--- src/sv/dll_pkg.sv ---
`timescale 1ns / 1ps
package dll_pkg;
  localparam int Depth     = 64;
  localparam int DataWidth = 32;
  localparam int IdxW      = $clog2(Depth);
  localparam int CntW      = $clog2(Depth + 1);
  // node word: {value, next, prev}
  localparam int NodeW     = DataWidth + 2 * IdxW;

  typedef enum logic [1:0] {
    OP_APPEND = 2'd0,
    OP_REMOVE = 2'd1,
    OP_ERASE  = 2'd2,
    OP_COUNT  = 2'd3
  } op_e;

  typedef enum logic [1:0] {
    ST_OK        = 2'd0,
    ST_UNDERFLOW = 2'd1,
    ST_FULL      = 2'd2,
    ST_NOMATCH   = 2'd3
  } status_e;

  typedef enum logic [2:0] {
    S_IDLE,
    S_WALK_CHK,
    S_PATCH_RD,
    S_PATCH_WR,
    S_FRONT_RD,
    S_BACK_RD,
    S_ENDS_CHK,
    S_OUT
  } state_e;

  typedef struct packed {
    logic [1:0]           opcode;
    logic [DataWidth-1:0] value;
  } req_t;

  typedef struct packed {
    logic [1:0]           status;
    logic [DataWidth-1:0] popped_value;
    logic [CntW-1:0]      match_count;
    logic                 erased_count;
    logic [CntW-1:0]      node_total;
    logic [DataWidth-1:0] front_value;
    logic [DataWidth-1:0] back_value;
    logic                 is_empty;
  } rsp_t;
endpackage

--- src/sv/dll_if.sv ---
`timescale 1ns / 1ps
interface dll_req_if import dll_pkg::*; ();
  logic valid;
  logic ready;
  req_t data;
  modport source (output valid, output data, input ready);
  modport sink   (input valid, input data, output ready);
endinterface

interface dll_rsp_if import dll_pkg::*; ();
  logic valid;
  logic ready;
  rsp_t data;
  modport source (output valid, output data, input ready);
  modport sink   (input valid, input data, output ready);
endinterface

--- src/sv/dll_ram.sv ---
`timescale 1ns / 1ps
module dll_ram #(
  parameter int Width = 8,
  parameter int Depth = 16
) (
  input  logic                     clk_i,
  input  logic                     we_i,
  input  logic [$clog2(Depth)-1:0] waddr_i,
  input  logic [Width-1:0]         wdata_i,
  input  logic [$clog2(Depth)-1:0] raddr_i,
  output logic [Width-1:0]         rdata_o
);
  logic [Width-1:0] mem_q [Depth];

  always_ff @(posedge clk_i) begin
    if (we_i) mem_q[waddr_i] <= wdata_i;
    rdata_o <= mem_q[raddr_i];
  end
endmodule

--- src/sv/doubly_linked_list_engine.sv ---
`timescale 1ns / 1ps
// Operations: an append to an empty list, an append when full and any other operation on an
//   empty list need no walk or patch; other appends patch the old tail and removes read the
//   head node; count and an erase without a match walk the nodes, and an erase that hits walks
//   to its list position and then patches each neighbor link with a read and a write.
// Throughput: one word in flight, set by the walk over the single node memory read port
//   and the read-modify-write of links. Reset: async active low; list empty, all nodes free,
//   node memory not cleared.
module doubly_linked_list_engine import dll_pkg::*; (
  input  logic      clk_i,
  input  logic      rst_ni,
  dll_req_if.sink   req,
  dll_rsp_if.source rsp
);
  state_e state_q, state_d;
  req_t   req_q, req_d;
  logic [IdxW-1:0] head_q, head_d, tail_q, tail_d, cur_q, cur_d;
  logic [IdxW-1:0] np_q, np_d, nq_q, nq_d;
  logic [CntW-1:0] cnt_q, cnt_d, walk_q, walk_d, match_q, match_d, walk_nxt;
  logic [Depth-1:0] free_q, free_d;
  status_e status_q, status_d;
  logic [DataWidth-1:0] popped_q, popped_d, front_q, front_d, back_q, back_d;
  logic erased_q, erased_d;
  // pending neighbor patches: [0] next of prev node, [1] prev of next node
  logic [1:0] fix_q, fix_d;

  // node RAM port
  logic            we;
  logic [IdxW-1:0] waddr, raddr;
  logic [NodeW-1:0] wdata, rdata;
  logic [DataWidth-1:0] rd_val;
  logic [IdxW-1:0] rd_next, rd_prev;

  logic accept, hit, last;
  logic [IdxW-1:0] free_idx;

  dll_ram #(.Width(NodeW), .Depth(Depth)) u_node (
    .clk_i, .we_i(we), .waddr_i(waddr), .wdata_i(wdata), .raddr_i(raddr), .rdata_o(rdata)
  );
  assign {rd_val, rd_next, rd_prev} = rdata;

  // lowest free node
  always_comb begin
    free_idx = '0;
    for (int i = Depth - 1; i >= 0; i--) if (free_q[i]) free_idx = IdxW'(i);
  end

  assign req.ready = (state_q == S_IDLE);
  assign rsp.valid = (state_q == S_OUT);
  assign accept    = req.valid && req.ready;
  // walk: rdata holds the node at cur_q; the next node is read in the same cycle
  assign walk_nxt  = walk_q + 1'b1;
  assign hit       = (rd_val == req_q.value);
  assign last      = (walk_nxt == cnt_q);

  always_comb begin
    rsp.data.status       = status_q;
    rsp.data.popped_value = popped_q;
    rsp.data.match_count  = match_q;
    rsp.data.erased_count = erased_q;
    rsp.data.node_total   = cnt_q;
    rsp.data.front_value  = front_q;
    rsp.data.back_value   = back_q;
    rsp.data.is_empty     = (cnt_q == '0);
  end

  // next state
  always_comb begin
    state_d = state_q;
    unique case (state_q)
      S_IDLE: if (accept) begin
        unique case (op_e'(req.data.opcode))
          OP_APPEND: state_d = (cnt_q != '0 && cnt_q != CntW'(Depth)) ? S_PATCH_WR
                                                                      : S_FRONT_RD;
          OP_REMOVE, OP_ERASE, OP_COUNT:
            state_d = (cnt_q == '0) ? S_FRONT_RD : S_WALK_CHK;
          default: state_d = S_FRONT_RD;
        endcase
      end
      S_WALK_CHK: begin
        unique case (op_e'(req_q.opcode))
          OP_ERASE: begin
            if (hit) state_d = (cur_q != head_q || cur_q != tail_q) ? S_PATCH_RD : S_FRONT_RD;
            else if (last) state_d = S_FRONT_RD;
          end
          OP_COUNT: if (last) state_d = S_FRONT_RD;
          default:  state_d = S_FRONT_RD;
        endcase
      end
      S_PATCH_RD: state_d = S_PATCH_WR;
      // one patch left after this write only when both were pending
      S_PATCH_WR: state_d = (fix_q[0] && fix_q[1]) ? S_PATCH_RD : S_FRONT_RD;
      S_FRONT_RD: state_d = S_BACK_RD;
      S_BACK_RD:  state_d = S_ENDS_CHK;
      S_ENDS_CHK: state_d = S_OUT;
      S_OUT:      if (rsp.ready) state_d = S_IDLE;
      default:    state_d = S_IDLE;
    endcase
  end

  // datapath and memory control
  always_comb begin
    req_d = req_q; head_d = head_q; tail_d = tail_q; cur_d = cur_q; cnt_d = cnt_q;
    walk_d = walk_q; match_d = match_q; free_d = free_q; status_d = status_q;
    popped_d = popped_q; front_d = front_q; back_d = back_q; erased_d = erased_q;
    fix_d = fix_q; np_d = np_q; nq_d = nq_q;
    we = 1'b0; waddr = cur_q; wdata = '0; raddr = cur_q;
    unique case (state_q)
      S_IDLE: if (accept) begin
        req_d = req.data;
        status_d = ST_OK; popped_d = '0; match_d = '0; erased_d = 1'b0;
        walk_d = '0; cur_d = head_q; raddr = head_q; fix_d = 2'b00;
        unique case (op_e'(req.data.opcode))
          OP_APPEND: begin
            if (cnt_q == CntW'(Depth)) status_d = ST_FULL;
            else begin
              // new node goes to the lowest free slot as the tail
              we = 1'b1; waddr = free_idx;
              wdata = {req.data.value, IdxW'(0),
                       (cnt_q == '0) ? IdxW'(0) : tail_q};
              free_d[free_idx] = 1'b0;
              if (cnt_q == '0) head_d = free_idx;
              else begin
                // old tail needs its next link: read it now, write next cycle
                fix_d = 2'b01; np_d = tail_q; nq_d = free_idx; raddr = tail_q;
              end
              tail_d = free_idx; cnt_d = cnt_q + 1'b1;
            end
          end
          OP_REMOVE: if (cnt_q == '0) status_d = ST_UNDERFLOW;
          OP_ERASE:  if (cnt_q == '0) status_d = ST_NOMATCH;
          OP_COUNT: ;
          default: ;
        endcase
      end
      S_WALK_CHK: begin
        unique case (op_e'(req_q.opcode))
          OP_REMOVE: begin
            popped_d = rd_val; free_d[cur_q] = 1'b1; cnt_d = cnt_q - 1'b1;
            head_d = rd_next;
            if (cnt_q == CntW'(1)) begin head_d = '0; tail_d = '0; end
          end
          OP_ERASE: begin
            if (hit) begin
              erased_d = 1'b1; free_d[cur_q] = 1'b1; cnt_d = cnt_q - 1'b1;
              np_d = rd_prev; nq_d = rd_next;
              fix_d = {cur_q != tail_q, cur_q != head_q};
              if (cur_q == head_q) head_d = rd_next;
              if (cur_q == tail_q) tail_d = rd_prev;
              if (cnt_q == CntW'(1)) begin head_d = '0; tail_d = '0; end
            end else if (last) begin
              status_d = ST_NOMATCH;
            end else begin
              cur_d = rd_next; walk_d = walk_nxt; raddr = rd_next;
            end
          end
          OP_COUNT: begin
            if (hit) match_d = match_q + 1'b1;
            cur_d = rd_next; walk_d = walk_nxt; raddr = rd_next;
          end
          default: ;
        endcase
      end
      S_PATCH_RD: raddr = fix_q[0] ? np_q : nq_q;
      S_PATCH_WR: begin
        // rdata holds the neighbor read in the previous cycle
        we = 1'b1;
        if (fix_q[0]) begin
          waddr = np_q; wdata = {rd_val, nq_q, rd_prev};
          fix_d[0] = 1'b0;
        end else begin
          waddr = nq_q; wdata = {rd_val, rd_next, np_q};
          fix_d[1] = 1'b0;
        end
      end
      S_FRONT_RD: raddr = head_q;
      S_BACK_RD: begin raddr = tail_q; front_d = (cnt_q == '0) ? '0 : rd_val; end
      S_ENDS_CHK: back_d = (cnt_q == '0) ? '0 : rd_val;
      S_OUT: ;
      default: ;
    endcase
  end

  always_ff @(posedge clk_i or negedge rst_ni) begin
    if (!rst_ni) begin
      state_q <= S_IDLE; req_q <= '0; head_q <= '0; tail_q <= '0; cur_q <= '0;
      cnt_q <= '0; walk_q <= '0; match_q <= '0; free_q <= '1; status_q <= ST_OK;
      popped_q <= '0; front_q <= '0; back_q <= '0; erased_q <= 1'b0;
      fix_q <= '0; np_q <= '0; nq_q <= '0;
    end else begin
      state_q <= state_d; req_q <= req_d; head_q <= head_d; tail_q <= tail_d;
      cur_q <= cur_d; cnt_q <= cnt_d; walk_q <= walk_d; match_q <= match_d;
      free_q <= free_d; status_q <= status_d; popped_q <= popped_d;
      front_q <= front_d; back_q <= back_d; erased_q <= erased_d;
      fix_q <= fix_d; np_q <= np_d; nq_q <= nq_d;
    end
  end

  assert property (@(posedge clk_i) disable iff (!rst_ni)
    (state_q == S_IDLE) |-> ($countones(~free_q) == int'(cnt_q)))
    else $error("free mask disagrees with count");
  assert property (@(posedge clk_i) disable iff (!rst_ni)
    cnt_q <= CntW'(Depth))
    else $error("count above depth");
  assert property (@(posedge clk_i) disable iff (!rst_ni)
    (cnt_q == '0) |-> (head_q == '0 && tail_q == '0))
    else $error("empty list with stale ends");
  assert property (@(posedge clk_i) disable iff (!rst_ni)
    (rsp.valid && !rsp.ready) |=> (rsp.valid && $stable(rsp.data)))
    else $error("result dropped or changed");
  assert property (@(posedge clk_i) disable iff (!rst_ni)
    req.ready |-> !rsp.valid)
    else $error("input taken with result pending");
endmodule

--- src/flat_wrapper.sv ---
// flat-port wrapper written by rule: the top's interface ports become plain ports
module doubly_linked_list_engine_flat import dll_pkg::*;
  (clk_i, rst_ni, req_valid, req_data, req_ready, rsp_valid, rsp_data, rsp_ready);
  dll_req_if req_i ();
  dll_rsp_if rsp_i ();
  input  logic clk_i;
  input  logic rst_ni;
  input wire logic [$bits(req_i.valid)-1:0] req_valid;
  input wire logic [$bits(req_i.data)-1:0] req_data;
  output wire logic [$bits(req_i.ready)-1:0] req_ready;
  output wire logic [$bits(rsp_i.valid)-1:0] rsp_valid;
  output wire logic [$bits(rsp_i.data)-1:0] rsp_data;
  input wire logic [$bits(rsp_i.ready)-1:0] rsp_ready;
  assign req_i.valid = req_valid;
  assign req_i.data = req_data;
  assign req_ready = req_i.ready;
  assign rsp_valid = rsp_i.valid;
  assign rsp_data = rsp_i.data;
  assign rsp_i.ready = rsp_ready;
  doubly_linked_list_engine u_core (.clk_i(clk_i), .rst_ni(rst_ni), .req(req_i), .rsp(rsp_i));
endmodule
--- config.mk ---
export PLATFORM = sky130hd
export DESIGN_NAME = doubly_linked_list_engine_flat
export DESIGN_NICKNAME = d
export VERILOG_FILES = /design/src/sv/dll_pkg.sv /design/src/sv/dll_if.sv /design/src/sv/dll_ram.sv /design/src/sv/doubly_linked_list_engine.sv /design/src/flat_wrapper.sv
export SDC_FILE = /design/constraint.sdc
export NUM_CORES = 2
export LEC_CHECK = 0
export BUFFER_PORTS_ARGS = -buffer_cell sky130_fd_sc_hd__buf_4
export CELL_PAD_IN_SITES_DETAIL_PLACEMENT = 0
export CELL_PAD_IN_SITES_GLOBAL_PLACEMENT = 1
export CORE_MARGIN = 1
export CORE_UTILIZATION = 32
export CTS_BUF_LIST = sky130_fd_sc_hd__clkbuf_8
export CTS_CLUSTER_DIAMETER = 120
export DETAILED_ROUTE_END_ITERATION = 10
export GPL_ROUTABILITY_DRIVEN = 0
export PLACE_DENSITY = 0.64
export SLEW_MARGIN = 20
export SYNTH_ARGS = -nofsm -noshare
export SYNTH_HDL_FRONTEND = slang
export SYNTH_SLANG_ARGS = --single-unit
export TNS_END_PERCENT = 1
--- constraint.sdc ---
create_clock -name clk_i -period 4.85 [get_ports clk_i]
set_input_delay 0.2425 -clock clk_i [delete_from_list [all_inputs] [get_ports clk_i]]
set_output_delay 0.2425 -clock clk_i [all_outputs]
set_load 0.02 [all_outputs]
# [Word level (Yosys, flattened, before mapping)]
# Memories as Yosys holds them, arrays and structs flattened. A register that Yosys moved wholly into a read port is not among the register bits.
# Index checks and enable logic that the tools add are counted.
[op_classes] bitwise=3 order_cmp=4 eq_ne=43 n_reduce_logical=27 n_mux=184 add_sub_neg=4
[op_table] cell="two-way mux 6 bit" n=103
[op_table] cell="two-way mux 64 bit" n=4
[op_table] cell="one-hot mux 64 bit (2 select lines)" n=2
[op_table] cell="two-way mux 44 bit" n=3
[op_table] cell="one-hot mux 6 bit (2 select lines)" n=9
[op_table] cell="two-way mux 32 bit" n=3
[op_table] cell="one-hot mux 44 bit (2 select lines)" n=1
[op_table] cell="one-hot mux 7 bit (2 select lines)" n=5
[op_table] cell="AND 64 bit" n=1
[op_table] cell="inverter 64 bit" n=1
[op_table] cell="OR 64 bit" n=1
[op_table] cell="one-hot mux 32 bit (2 select lines)" n=1
[op_table] cell="two-way mux 7 bit" n=9
[op_table] cell="equality test 32 bit" n=1
[op_table] cell="one-hot mux 6 bit (5 select lines)" n=1
[op_table] cell="two-way mux 3 bit" n=8
[op_table] cell="one-hot mux 3 bit (8 select lines)" n=1
[op_table] cell="two-way mux 2 bit" n=11
[op_table] cell="adder 7 x 1 -> 7 bit, second input constant" n=3
[op_table] cell="!= test 2 bit, second input constant" n=9
[op_table] cell="AND reduction 8 bit" n=2
[op_table] cell="AND reduction 5 bit" n=3
[op_table] cell="less-than comparator 6 x 7 -> 1 bit, second input constant" n=2
[op_table] cell="two-way mux 1 bit" n=13
[op_table] cell="other kinds (37)" n=68
[totals] inputBits=38 mem_count=1 mem_bits_rw=2816 elab_cells=285 reg_bits=253 out_inout_bits=116
[mem_list] name="u_core.u_node.mem_q" words=64 word_bits=44 read_ports=1 rd_ports_with_merged_regs=1 wr=1 line_no="dll_ram.sv:13" source="logic [Width-1:0] mem_q [Depth];"

# [Longest topological paths before layout]
[depth] ltp_word=74 mapped_depth=17 mapped_depth_nobuf=13

# [Cells and area by module]
# A second synthesis with hierarchy kept.
[unflattened] hier_cells=6191 hier_area_um2=121764.3
[modules_own_cells] module="dll_ram" cells_per_inst=4579 area_per_inst_um2=107538.1 instances=1 seq_area_each_um2=85441.9
[modules_own_cells] module="doubly_linked_list_engine" cells_per_inst=1612 area_per_inst_um2=14226.1 instances=1 seq_area_each_um2=6411.1

# [Worst setup path after synthesis]
# OpenSTA, ideal clock, no wires.
[synth_path] path_kind="register -> register" start="register u_core.cnt_q[0]" end="memory u_core.u_node.mem_q[34][0] (netlist name) (enable)" setup_slack_ns=-0.401 t_arrival_ns=4.806 stages_incl_launch_ff=13 t_required_ns=4.404 setup_time_ns=0.446 path_buffers=3 synth_period_minus_slack_ns=5.251 cell_sequence="dfrtp_1 > inv_1 > ha_1 > and2_1 > a211oi_1 > and2_1 > clkbuf_1 > nand2_1 > o21ai_0 > or3b_2 > clkbuf_1 > clkbuf_1 > nor2_1"
[synth_between] elab_chain_len=7 word_cells_on_any_way=11 cone_classes="eq/ne: 1; mux: 10"
[synth_rtl] item="start: declaration" line_no="doubly_linked_list_engine.sv:19" source="logic [CntW-1:0] cnt_q, cnt_d, walk_q, walk_d, match_q, match_d, walk_nxt;"
[synth_rtl] item="start signal: assignment" line_no="doubly_linked_list_engine.sv:192" source="cur_q <= cur_d; cnt_q <= cnt_d; walk_q <= walk_d; match_q <= match_d;"
[synth_rtl] item="equality test 7 bit *" line_no="doubly_linked_list_engine.sv:115" source="if (cnt_q == CntW'(Depth)) status_d = ST_FULL;"
[synth_rtl] item="two-way mux 1 bit" line_no="doubly_linked_list_engine.sv:115"
[synth_rtl] item="two-way mux 1 bit" line_no="doubly_linked_list_engine.sv:113" source="unique case (op_e'(req.data.opcode))"
[synth_rtl] item="two-way mux 1 bit" line_no="doubly_linked_list_engine.sv:109" source="S_IDLE: if (accept) begin"
[synth_rtl] item="one-hot mux 1 bit (2 select lines)" line_no="doubly_linked_list_engine.sv:108" source="unique case (state_q)"
[synth_rtl] item="two-way mux 1 bit" line_no="dll_ram.sv:16" source="if (we_i) mem_q[waddr_i] <= wdata_i;"
[synth_rtl] item="two-way mux 1 bit (implied by the code)" line_no="dll_ram.sv:16"
[synth_rtl] item="end: declaration" line_no="dll_ram.sv:13"
# Mark *: on every way between the ends. The rest lies on a longest branch, timed or not.

# [Worst setup path after layout]
[layout_path] start="register u_core.walk_q[0]" end="register u_core.u_node.rdata_o[12] (read register of u_core.u_node.mem_q)"
[layout_between] elab_chain_len=6
[layout_rtl] item="start: declaration" line_no="doubly_linked_list_engine.sv:19"
[layout_rtl] item="start signal: assignment" line_no="doubly_linked_list_engine.sv:192"
[layout_rtl] item="adder 7 x 1 -> 7 bit" line_no="doubly_linked_list_engine.sv:52" source="assign walk_nxt = walk_q + 1'b1;"
[layout_rtl] item="equality test 7 bit" line_no="doubly_linked_list_engine.sv:54" source="assign last = (walk_nxt == cnt_q);"
[layout_rtl] item="two-way mux 6 bit" line_no="doubly_linked_list_engine.sv:151" source="end else if (last) begin"
[layout_rtl] item="two-way mux 6 bit"
[layout_rtl] item="one-hot mux 6 bit (2 select lines)" line_no="doubly_linked_list_engine.sv:137" source="unique case (op_e'(req_q.opcode))"
[layout_rtl] item="one-hot mux 6 bit (5 select lines)" line_no="doubly_linked_list_engine.sv:108"
[layout_rtl] item="end: declaration" line_no="dll_ram.sv:11" source="output logic [Width-1:0] rdata_o"
# Every way passes these cells.
# A chain may end at the register's enable or synchronous reset.

==> impl_metrics.yaml <==
worst_setup_path:
  path_cells: "buf_4, nand4_1, or3_1, a211oi_2, o211a_4, buf_4, buf_4, nor3_1, or4_4, and3_4, buf_12, buf_4, a22oi_2, o32ai_2, nor4_4, buf_12, nand4_1"
  cp.arrival_ps: 5940
  critPathTopFamily: "simple AND/OR/NAND/NOR gates"
  cp_max_fo: 18
  path_class: "reg2reg"
  crit_slowest_cell: "or4_4"
  cp-startpoint: "u_core.walk_q[0]"
  worst-path-buf-inv: 6
  r2r-start: "u_core.walk_q[0]"
  endpoint_kind: "register"
  max_stage_delay_ps: 550
  cp-start-kind: "register"
  crit_path_frequent_cell: "buf_4"
  required_ps: 5680
grt:
  gr-total-overflow: 0
  grt_usage: 0.226
  grt_pass1_vias: 98900
  grt_max_degree: 165
  antenna_found_initial: 33
  grt_pass1_wl_um: 716000
pwr:
  power_mw: 124
  ir_drop_v: 0.000893
  p_per_area_nw_per_um2: 761
  power.leakage_nw: 55.8
logic_synthesis:
  yosysWarnings: 0
  yosys_most_used_dff: "edfxtp_1"
  syn_nets: 10400
  synth_compound_area_frac: 0.136
  ys_seq_elements: 3113
  synth_top_area_frac: 0.620
  synthAdderAreaFrac: 0.000734
  synthSimpleGateAreaFrac: 0.119
  synth-edff-count: 2816
  synthCells: 10400
  synth_xor_xnor_area_share: 0.00430
  async_reset_ff_frac: 0.0813
  synthMuxAreaShare: 0.0371
  synth_most_common_cell: "edfxtp_1"
  yosys.area.top_type: "edfxtp_1"
  synth.area.top_cells: "edfxtp_1 (62%), a211oi_1 (4.6%), and3_1 (4.3%), dfrtp_1 (3.5%), nand2_1 (3.2%)"
  avgSynthCellArea_um2: 13.1
  ys_seq_area_frac: 0.674
  ys_types: 76
  synth_top_family_by_area: "compound AO/OA/AOI/OAI gates"
  synth_area_um2: 136000
  synth_common_cells: "edfxtp_1 (2816), nand2_1 (1150), and3_1 (929), a211oi_1 (834), clkbuf_1 (825)"
clock_tree:
  cts_tree: "done"
  clk_latency_ps: 1200
  numClockSinks: 3113
  clk_pin_slew_worst_paths_ps: 60
  cts_buffers: 549
  cts_root_buffer: "clkbuf_8"
  clockBufferDepth: 4
  cts_max_level: 6
hold_path:
  hold_class: "in2reg"
  hp-start: "req_data[33]"
floorplan:
  ios: 154
  rows: 239
  die_y_um: 655
  die_area_um2: 429000
  start_util: 0.322
  die_x_um: 655
  core_um2: 424000
timing:
  fin_crit_ps: 5120
  setup_viol: 9
  timing.hold.ws_ps: 135
  fmax_ghz: 0.195
  finalCritPeriodShare: 1.05
  maxSlewViolCount: 0
  finalHoldViolations: 0
  worst_pin_slew_ps: 1340
  max-slew-margin-rel: 0.107
  fin_setup_tns_ps: -921
  timing.final.ws_setup_ps: -266
  rsz0062_at_grt: "yes"
  clock_skew_ps: 75.2
layout:
  multi_input_area_um2: 42000
  area_delta_synth_final_pct: 19.8
  fill_cells: 40000
  drive_gt1_frac: 0.184
  final_core_util: 0.385
  num-nets-final: 11100
  regArea_um2: 91900
drt:
  first_pass_iters: 8
  met3_length_um: 46500
  vias: 101000
  routed_wl_um: 501000
  wl_met2_um: 228000
  wl_met1_um: 204000
  vias_per_cell: 5.90
  wl_per_cell_um: 29.2
  ant_nets: 0
  highest_layer: "met5"
  drc: 0
  drtIter0Drc: 13300
run:
  drv_cap: 0
placement:
  post-dp-hpwl_um: 299000
  io_buffers: 153
outcome:
  outcome: "complete, but fails checks"
  violations: "negative setup slack"
[repair_timing]
item,in CTS,in global routing
setup endpoints to repair,62,54
hold buffers,92,0
endpoints found under the hold margin,1349,0
resized for setup,68,42
setup buffers,10,6
pin swaps,18,10
cloned,3,0
[report_power, final]
part / internal [mW] / leakage (nW) / switching [mW]
logic: 24.2 / 20.5 / 44.1
clock network: 11.4 / 5.84 / 11.3
registers: 31.9 / 29.4 / 1.31
total: 67.5 / 55.8 / 56.7
[flip-flops by register name (all words and copies together) (netlist names)]
| name | flops |
|---|---|
| u_core.cnt_q | 7 |
| u_core.front_q | 32 |
| u_core.cur_q | 6 |
| u_core.status_q | 2 |
| u_core.erased_q | 1 |
| u_core.back_q | 32 |
| u_core.state_q | 3 |
| u_core.nq_q | 6 |
| u_core.u_node.mem_q | 2816 |
| u_core.head_q | 6 |
| u_core.fix_q | 2 |
| u_core.req_q | 34 |
| u_core.u_node.rdata_o | 44 |
| u_core.free_q | 64 |
| u_core.np_q | 6 |
| u_core.walk_q | 7 |
| u_core.match_q | 7 |
| u_core.popped_q | 32 |
| u_core.tail_q | 6 |
[cell usage in the layout (no fill, tap or decap), types with 15 or more instances in the layout]
| cell type | synthesis | final |
|---|---|---|
| a21boi_0 | 16 | 16 |
| xnor2_1 | 53 | 53 |
| nor4_1 | 111 | 77 |
| mux2i_1 | 291 | 291 |
| clkinv_1 | 1 | 84 |
| dfrtp_1 | 189 | 187 |
| and3_1 | 929 | 926 |
| dfxtp_1 | 44 | 32 |
| a211oi_1 | 834 | 831 |
| a31oi_1 | 105 | 105 |
| clkinv_2 | 0 | 43 |
| o2bb2ai_1 | 43 | 42 |
| diode_2 | 0 | 16 |
| clkbuf_8 | 0 | 581 |
| a22oi_1 | 175 | 160 |
| o211ai_1 | 340 | 340 |
| a21oi_1 | 247 | 245 |
| edfxtp_1 | 2816 | 2816 |
| nor4_4 | 2 | 20 |
| nor2_4 | 0 | 76 |
| nand4_1 | 62 | 62 |
| o21ai_0 | 182 | 174 |
| a22oi_2 | 0 | 15 |
| nand3_1 | 708 | 698 |
| inv_1 | 37 | 235 |
| o32ai_1 | 130 | 117 |
| inv_8 | 0 | 21 |
| nand2_1 | 1150 | 1143 |
| o311ai_0 | 339 | 339 |
| mux4_2 | 89 | 89 |
| a22o_2 | 0 | 31 |
| dfstp_2 | 64 | 64 |
| buf_4 | 2 | 713 |
| buf_12 | 0 | 284 |
| dlygate4sd3_1 | 0 | 91 |
| nor2_1 | 212 | 136 |
| nor3_1 | 44 | 44 |
| clkinvlp_4 | 0 | 17 |
| nor4_2 | 0 | 16 |
[cell type report]
type / instances / share of cell area
antenna: 16 / 0.000245
multi-input combinational: 6270 / 0.257
inverter: 38 / 0.000873
timing repair buffer: 1100 / 0.0746
tap: 5663 / 0.0434
clock buffer: 581 / 0.0490
clock inverter: 388 / 0.0123
sequential: 3113 / 0.563
[metal layers]
layer | vias to the layer above | global-route usage
met5 | - | 0
met4 | 12 | 0.0939
met3 | 989 | 0.0443
met2 | 5602 | 0.352
met1 | 51900 | 0.307
li1 | 42800 | -
[worst paths after layout]
| check | end | slack, ps | cells past startpoint |
|---|---|---|---|
| worst max-delay path | u_core.u_node.rdata_o[12] | -270 | 17 |
| worst min-delay path | u_core.status_q[0] | 140 | 5 |
| worst max register to register | u_core.u_node.rdata_o[12] | -270 | 17 |
| worst min register to register | u_core.back_q[17] | 480 | 2 |
| max in group asynchronous | u_core.free_q[14] | 3910 | 4 |
| min in group asynchronous | u_core.free_q[7] | 260 | 3 |
[metrics by stage]
stage          cells  instance area (µm²)  setup slack (ps)
2_1_floorplan  10400               136000              -401
3_3_place_gp   16100               151000             -1180
3_5_place_dp   16100               151000              -956
4_1_cts        17100               163000              -169
5_1_grt        17200               163000              -370
6_report       17200               163000              -266
[cells by family (layout without fill, tap and decap cells)]
group | after synthesis | after routing
flip-flops | 3113 | 3113
buffers and inverters | 1013 | 2107
XOR/XNOR | 67 | 67
other | 0 | 16
AND/OR/NAND/NOR | 3280 | 3281
AO/OA/AOI/OAI | 2521 | 2521
multiplexers | 393 | 393
adder cells (fa/ha/maj) | 8 | 8
[tightest hold or removal path, delay by kind of cell]
family,cells,cell delay (ps)
xor gates and xnor gates,1,70
buffers and inverters,2,720
AOI/OAI and AO/OA,2,210
(Power assumes the default switching activity.)
